==> src/tnm_pkg.sv <==
// Shared types and constants for the torus neighborhood trait mean unit.
// Used by the controller, the datapath and the top level. No dependencies.
`default_nettype none

package tnm_pkg;

  localparam int DIM_W      = 7;
  localparam int ROW_W      = 6;
  localparam int TRAIT_IN_W = 17;
  localparam int MEAN_W     = 17;
  localparam int COUNT_W    = 5;

  localparam logic [DIM_W-1:0] MIN_DIM = 7'd5;

  localparam logic       REQ_WRITE = 1'b0;
  localparam logic       REQ_QUERY = 1'b1;

  localparam logic       CFG_GRID_ROWS = 1'b0;
  localparam logic       CFG_GRID_COLS = 1'b1;

  localparam logic [1:0] CELL_STATE_A = 2'd1;
  localparam logic [1:0] CELL_STATE_B = 2'd2;

  localparam logic [2:0] WIN_MID  = 3'd2;
  localparam logic [2:0] WIN_LAST = 3'd4;
  localparam logic [1:0] RED_LAST = 2'd3;

  localparam logic [COUNT_W-1:0] MAX_ALIVE = 5'd24;

  typedef struct packed {
    logic                  req_type;
    logic [ROW_W-1:0]      cell_row;
    logic [ROW_W-1:0]      cell_col;
    logic [1:0]            cell_state;
    logic [TRAIT_IN_W-1:0] trait_a;
    logic [TRAIT_IN_W-1:0] trait_b;
  } tnm_in_t;

  typedef struct packed {
    logic [MEAN_W-1:0]  mean_trait;
    logic [COUNT_W-1:0] alive_count;
  } tnm_out_t;

  typedef enum logic [2:0] {
    ST_IDLE,
    ST_REDUCE,
    ST_WINIT,
    ST_WALK,
    ST_DRAIN,
    ST_PREP,
    ST_DIVIDE,
    ST_DONE
  } tnm_state_e;

  typedef struct packed {
    logic       cell_wr;
    logic       capture;
    logic       red_step;
    logic [1:0] red_shift;
    logic       win_init;
    logic       win_rd;
    logic       win_col_wrap;
    logic       win_center;
    logic       div_init;
    logic       div_step;
    logic       out_load;
  } tnm_cmd_t;

  typedef struct packed {
    logic alive_zero;
  } tnm_stat_t;

endpackage

`default_nettype wire

==> src/tnm_ctrl.sv <==
// Controller state machine for the torus neighborhood trait mean unit.
// Depends on tnm_pkg; drives the datapath through tnm_cmd_t.
`default_nettype none

module tnm_ctrl #(
  parameter int TRAIT_FRAC_BITS = 16
) (
  input  wire logic               clk_i,
  input  wire logic               rst_ni,
  input  wire logic               in_valid_i,
  input  wire logic               in_req_type_i,
  output      logic               in_stall_o,
  output      logic               out_valid_o,
  input  wire logic               out_stall_i,
  input  wire tnm_pkg::tnm_stat_t stat_i,
  output      tnm_pkg::tnm_cmd_t  cmd_o
);

  localparam int SW  = TRAIT_FRAC_BITS + 1 + tnm_pkg::COUNT_W;
  localparam int DCW = $clog2(SW);
  localparam logic [DCW-1:0] DIV_LAST = DCW'(SW - 1);

  tnm_pkg::tnm_state_e state_q, state_d;
  logic [1:0]          red_cnt_q, red_cnt_d;
  logic [2:0]          dr_q, dr_d;
  logic [2:0]          dc_q, dc_d;
  logic [DCW-1:0]      div_cnt_q, div_cnt_d;
  logic                out_valid_q, out_valid_d;
  tnm_pkg::tnm_cmd_t   cmd;

  always_ff @(posedge clk_i or negedge rst_ni) begin
    if (!rst_ni) begin
      state_q     <= tnm_pkg::ST_IDLE;
      red_cnt_q   <= '0;
      dr_q        <= '0;
      dc_q        <= '0;
      div_cnt_q   <= '0;
      out_valid_q <= 1'b0;
    end else begin
      state_q     <= state_d;
      red_cnt_q   <= red_cnt_d;
      dr_q        <= dr_d;
      dc_q        <= dc_d;
      div_cnt_q   <= div_cnt_d;
      out_valid_q <= out_valid_d;
    end
  end

  always_comb begin
    state_d   = state_q;
    red_cnt_d = red_cnt_q;
    dr_d      = dr_q;
    dc_d      = dc_q;
    div_cnt_d = div_cnt_q;
    cmd       = '0;
    case (state_q)
      tnm_pkg::ST_IDLE: begin
        if (in_valid_i) begin
          if (in_req_type_i == tnm_pkg::REQ_QUERY) begin
            cmd.capture = 1'b1;
            red_cnt_d   = '0;
            state_d     = tnm_pkg::ST_REDUCE;
          end else begin
            cmd.cell_wr = 1'b1;
          end
        end
      end
      tnm_pkg::ST_REDUCE: begin
        cmd.red_step  = 1'b1;
        cmd.red_shift = ~red_cnt_q;
        red_cnt_d     = red_cnt_q + 2'd1;
        if (red_cnt_q == tnm_pkg::RED_LAST) begin
          state_d = tnm_pkg::ST_WINIT;
        end
      end
      tnm_pkg::ST_WINIT: begin
        cmd.win_init = 1'b1;
        dr_d         = '0;
        dc_d         = '0;
        state_d      = tnm_pkg::ST_WALK;
      end
      tnm_pkg::ST_WALK: begin
        cmd.win_rd       = 1'b1;
        cmd.win_col_wrap = (dc_q == tnm_pkg::WIN_LAST);
        cmd.win_center   = (dr_q == tnm_pkg::WIN_MID) && (dc_q == tnm_pkg::WIN_MID);
        if (dc_q == tnm_pkg::WIN_LAST) begin
          dc_d = '0;
          dr_d = dr_q + 3'd1;
          if (dr_q == tnm_pkg::WIN_LAST) begin
            state_d = tnm_pkg::ST_DRAIN;
          end
        end else begin
          dc_d = dc_q + 3'd1;
        end
      end
      tnm_pkg::ST_DRAIN: begin
        state_d = tnm_pkg::ST_PREP;
      end
      tnm_pkg::ST_PREP: begin
        if (stat_i.alive_zero) begin
          state_d = tnm_pkg::ST_DONE;
        end else begin
          cmd.div_init = 1'b1;
          div_cnt_d    = '0;
          state_d      = tnm_pkg::ST_DIVIDE;
        end
      end
      tnm_pkg::ST_DIVIDE: begin
        cmd.div_step = 1'b1;
        div_cnt_d    = div_cnt_q + 1'b1;
        if (div_cnt_q == DIV_LAST) begin
          state_d = tnm_pkg::ST_DONE;
        end
      end
      tnm_pkg::ST_DONE: begin
        if (!out_valid_q || !out_stall_i) begin
          cmd.out_load = 1'b1;
          state_d      = tnm_pkg::ST_IDLE;
        end
      end
      default: begin
        state_d = tnm_pkg::ST_IDLE;
      end
    endcase
  end

  assign out_valid_d = cmd.out_load | (out_valid_q & out_stall_i);
  assign in_stall_o  = (state_q != tnm_pkg::ST_IDLE);
  assign out_valid_o = out_valid_q;
  assign cmd_o       = cmd;

endmodule

`default_nettype wire

==> config.mk <==
export PLATFORM = sky130hd
export DESIGN_NAME = tnm_ctrl
export DESIGN_NICKNAME = d
export VERILOG_FILES = /design/src/tnm_pkg.sv /design/src/tnm_ctrl.sv
export SDC_FILE = /design/constraint.sdc
export NUM_CORES = 1
export LEC_CHECK = 0
export CAP_MARGIN = 20
export CORE_ASPECT_RATIO = 0.7
export CORE_MARGIN = 2
export CORE_UTILIZATION = 30
export DETAILED_ROUTE_END_ITERATION = 7
export DONT_BUFFER_PORTS = 1
export PLACE_DENSITY = 0.56
export SKIP_CTS_REPAIR_TIMING = 1
export SLEW_MARGIN = 20
export SYNTH_ARGS = -nofsm -noshare
export SYNTH_HDL_FRONTEND = slang
export SYNTH_SLANG_ARGS = --single-unit
==> constraint.sdc <==
create_clock -name clk_i -period 3.1 [get_ports clk_i]
set_clock_uncertainty 0.15 [all_clocks]
set_input_delay 0.62 -clock clk_i [delete_from_list [all_inputs] [get_ports clk_i]]
set_output_delay 0.62 -clock clk_i [all_outputs]
set_load 0.01 [all_outputs]
# Word level (Yosys, flattened, before mapping)
# Cells that the tools add are included.
dict set report op_classes {
  addsub 4
  n_mul 0
  n_div 0
  magnitude_cmp 0
  n_eq_ne 21
  shift 0
  mux 30
  bitwise_logic 3
  reduce_logical 13
}
# op n
set ops {}
lappend ops {{3-bit 2-to-1 mux} 11}
lappend ops {{3-bit case mux with 8 select lines} 1}
lappend ops {{3-bit equality test, second input constant} 6}
lappend ops {{2-bit != test, second input constant} 8}
lappend ops {{3-bit by 2-bit equality test with 1-bit output, second input constant} 4}
lappend ops {{3-bit case mux with 2 select lines} 2}
lappend ops {{5-bit case mux with 2 select lines} 1}
lappend ops {{1-bit 2-to-1 mux} 9}
lappend ops {{2-bit 2-to-1 mux} 4}
lappend ops {{7-bit AND reduction} 1}
lappend ops {{3-bit by 1-bit adder with 3-bit output, second input constant} 2}
lappend ops {{2-bit nonzero test} 3}
lappend ops {{5-bit by 1-bit adder with 5-bit output, second input constant} 1}
lappend ops {{5-bit equality test, second input constant} 1}
lappend ops {{5-bit 2-to-1 mux} 1}
lappend ops {{2-bit case mux with 2 select lines} 1}
lappend ops {{2-bit AND reduction} 2}
lappend ops {{3-bit by 1-bit equality test with 1-bit output, second input constant} 1}
lappend ops {{3-bit logical NOT} 1}
lappend ops {{3-bit AND reduction} 1}
lappend ops {{3-bit nonzero test} 1}
lappend ops {{2-bit by 1-bit adder with 2-bit output, second input constant} 1}
lappend ops {{2-bit equality test, second input constant} 1}
lappend ops {{1-bit logical NOT} 2}
lappend ops {{5 further kinds} 5}
dict set report totals {
  regBits 17
  latchBits 0
  mem_bits_rw 0
  rom_bits 0
  inputBits 6
  out_inout_bits 14
  wordCells 77
  n_memories 0
}

# Logic depth before layout (Yosys ltp)
dict set report depth {
  word_depth 5
  depth_mapped 7
  depth_no_buf 7
}

# Worst setup path after synthesis
# No wires, ideal clock.
dict set report synth_path {
  kind {reg2reg}
  startpoint {reg state_q[1]}
  endpoint {reg state_q[1]}
  setup_ps 125
  t_arrival_ps 1712
  t_required_ps 2825
  setup_slack_ps 1113
  path_stages_with_launch 8
  path_buffers 0
  period_less_slack_ps 1987
  path_cell_list {dfrtp_1 -> inv_1 -> ha_1 -> nand2_4 -> inv_2 -> a222oi_1 -> o221ai_2 -> mux2_4}
}
dict set report synth_via {
  elab_chain_len 3
  elab_cells_between_ends 17
  cone_classes {14 x eq/ne; 1 x mux; 2 x reduce/logical}
}
# element line
set synth_lines {}
lappend synth_lines {{start: declaration} tnm_ctrl.sv:23} ;# tnm_pkg::tnm_state_e state_q, state_d;
lappend synth_lines {{start signal: assignment} tnm_ctrl.sv:33} ;# state_q <= tnm_pkg::ST_IDLE;
lappend synth_lines {{start signal: assignment} tnm_ctrl.sv:40} ;# state_q <= state_d;
lappend synth_lines {{3-bit equality test, or another cell as far along} tnm_ctrl.sv:56} ;# case (state_q)
lappend synth_lines {{2-bit != test (no line)} n/a}
lappend synth_lines {{7-bit AND reduction (no line)} n/a}
# Several ways; a longest one is shown, not always the timed one.
# A chain may end at the register's enable or synchronous reset.

==> run metrics <==
TNS Setup 0 ns; post-synthesis net count 138; fillers 390; first-pass GRT wire length 3.91 mm; clock buffer depth 2; Mapped Area 0.00112 sq mm; CP max-delay cell nor4_1; Fin. Hold Viols 0; Peak VDD IR 265 uV; initial antenna violation count 0; critical path, cell by cell ha_1, nand2b_2, nor4_1; vias in the first global route 808; arrival time worst endpoint 1.60 ns; Synthesis Warnings 0; clk slew on worst S/H paths 0.07 ns; CP max stage delay 0.50 ns; Layout Area Growth over Synthesis 8.50%; first-iteration detailed-routing DRC count 62; Static Leak 0.600 nW; path depth of the worst reg2reg path 7; core area 0.00356 sq mm; Max-slew headroom 0.459; number of top-level pins 20; RSZ-0062 raised after global routing false; fin. max-slew vios 0; Post-synth top cells dfrtp_1, nand2_1, nor2_1, ha_1, inv_1; Total GRT Usage 0.120; design area 0.00121 sq mm; Final GP Congestion 0.870; PortBufs 0; reg2reg end state_q[1]$_DFFE_PN0P_; Avg Synthesized Cell Area 9.40 sq um; status completed; Final setup viols 0; Die Ht 55.1 um; WP data required 2.33 ns; Num CTS Buffers 3; reg2reg start state_q[1]$_DFFE_PN0P_; most common cell in the netlist dfrtp_1; DRT Pass-1 Iters 4; Setup WS pre-CTS 0.932 ns; critical path launch point type flop; WS Path Type flop to output port; internal reg-to-reg setup slack 0.91 ns; post-synthesis cell type count 40; Placed Area 0.00116 sq mm; CTS tree built; H-tree lvl count 1; sequential-to-total area share from yosys stat 0.380; number of max-cap violations 0; EDFF count, synth 0; share of cells above drive strength 1 0.116; CP Max Fanout 5; Worst Hold Class flop to flop; Post-route DRC 0; Rows 18; Vias 806; Synth async-reset ratio 1.00; dominant cell type by area after synthesis dfrtp_1; PwrDens 911 mW/mm^2; Syn Inst Count 119; GRT overflow 0; Seq cells post-synth 17; Synth area leaders dfrtp_1, ha_1, nand2_1; nets 141; crit end category output port; CP Capture Point cmd_o[3]; Top FF cell, synth dfrtp_1; full die area 0.00424 sq mm; drt wl/cell 13.1 um; top-area cell type share of the netlist area 0.380; post-route ant nets 0; largest net degree at the start of global routing 18; CP Launch Point state_q[1]$_DFFE_PN0P_; Chip Width 77.0 um; Final Cycle Share 0.763; Max Freq 423 MHz; root buf cell clkbuf_8; Antenna Cells 0; min Tclk post-route 2.37 ns; post-route setup slack 0.733 ns; Initial Util 0.314; Worst Max-Slew Pin Slew 0.809 ns; insertion delay to the later sink of the worst-skew pair 0.26 ns; drt total wl 2.24 mm; DP Wirelength 1.72 mm; via/cell ratio 4.71; clock sink total 17
[how the worst min path moves through the flow]
| stage | startpoint | slack, ns | end | depth (start not counted) |
|---|---|---|---|---|
| final | red_cnt_q[1]$_DFFE_PN0P_ | 0.38 | red_cnt_q[1]$_DFFE_PN0P_ | 1 |
| after global routing | red_cnt_q[1]$_DFFE_PN0P_ | 0.40 | red_cnt_q[1]$_DFFE_PN0P_ | 1 |
| after CTS | rst_ni | -0.10 | dc_q[1]$_DFFE_PN0P_ | 0 |
| after detailed placement | rst_ni | 0.17 | dc_q[0]$_DFFE_PN0P_ | 0 |
| after global placement | rst_ni | 0.17 | dc_q[0]$_DFFE_PN0P_ | 0 |
| after floorplan | rst_ni | 0.17 | dc_q[0]$_DFFE_PN0P_ | 0 |
[where the power goes]
part	switching [W]	leakage [nW]	internal, W	total [W]
sequential	0.0000831	0.225	0.000294	0.000378
combinational	0.000323	0.353	0.000235	0.000558
clock	0.0000786	0.0228	0.0000914	0.000170
total	0.000485	0.600	0.000621	0.00111
[per-layer routing]
layer  vias up  share of wire  GRT usage
li1        410              -          -
met1       383           0.53      0.161
met2        11           0.43      0.196
met3         2          0.031     0.0341
met4         0         0.0049     0.0268
met5         -              0          0
[placed cells by master, fill, tap and decap left out, types with 2 or more instances in the layout]
cell type  Yosys  routed
a22o_1         3       3
ha_1          13      13
a211oi_1       2       2
xor2_1         4       4
o21ai_0        3       3
nand3_1        3       3
nor2_1        14      14
nor3_1         3       3
inv_1         11      11
dfrtp_1       17      17
nand4_1        2       2
clkbuf_8       0       3
a21o_1         2       2
nand2_1       15      15
[layout make-up]
cell class / count / area (sq um) / share of cell area
inverters: 13 / 51.3 / 0.0423
clock buffers: 4 / 45.0 / 0.0371
flip-flops and latches: 17 / 425 / 0.351
multi-input cells: 86 / 619 / 0.510
repair buffers: 1 / 10.0 / 0.00825
well taps: 50 / 62.6 / 0.0515
[sequential cells by signal, indices dropped and copies added (netlist names)]
register / count
div_cnt_q: 5
dc_q: 3
dr_q: 3
state_q: 3
out_valid_o: 1
red_cnt_q: 2
[per-stage QoR]
stage                     std cells  utilization  hold WS [ns]  power (W)
after floorplan                 119            -         0.174   0.000832
after global placement          166        0.326         0.175   0.000910
after detailed placement        166        0.326         0.175   0.000928
after CTS                       170        0.338        -0.101    0.00110
after global routing            171        0.341         0.397    0.00121
final                           171        0.341         0.382    0.00111
[kinds of logic after synthesis]
family | count (synthesis) | synth area share
xor+xnor | 4 | 0.0313
simple gates | 48 | 0.217
fa+ha+maj | 13 | 0.145
buf+inv | 16 | 0.0660
compound gates | 18 | 0.128
mux | 3 | 0.0324
flops | 17 | 0.380
[worst max-delay path, delay by kind of cell (launching register included)]
| family | cells | cell delay, ns |
|---|---|---|
| adders and majority gates | 1 | 0.30 |
| DFF | 1 | 0.40 |
| and+or+nand+nor | 2 | 0.63 |
No activity file was read; power rests on OpenSTA's default activity.
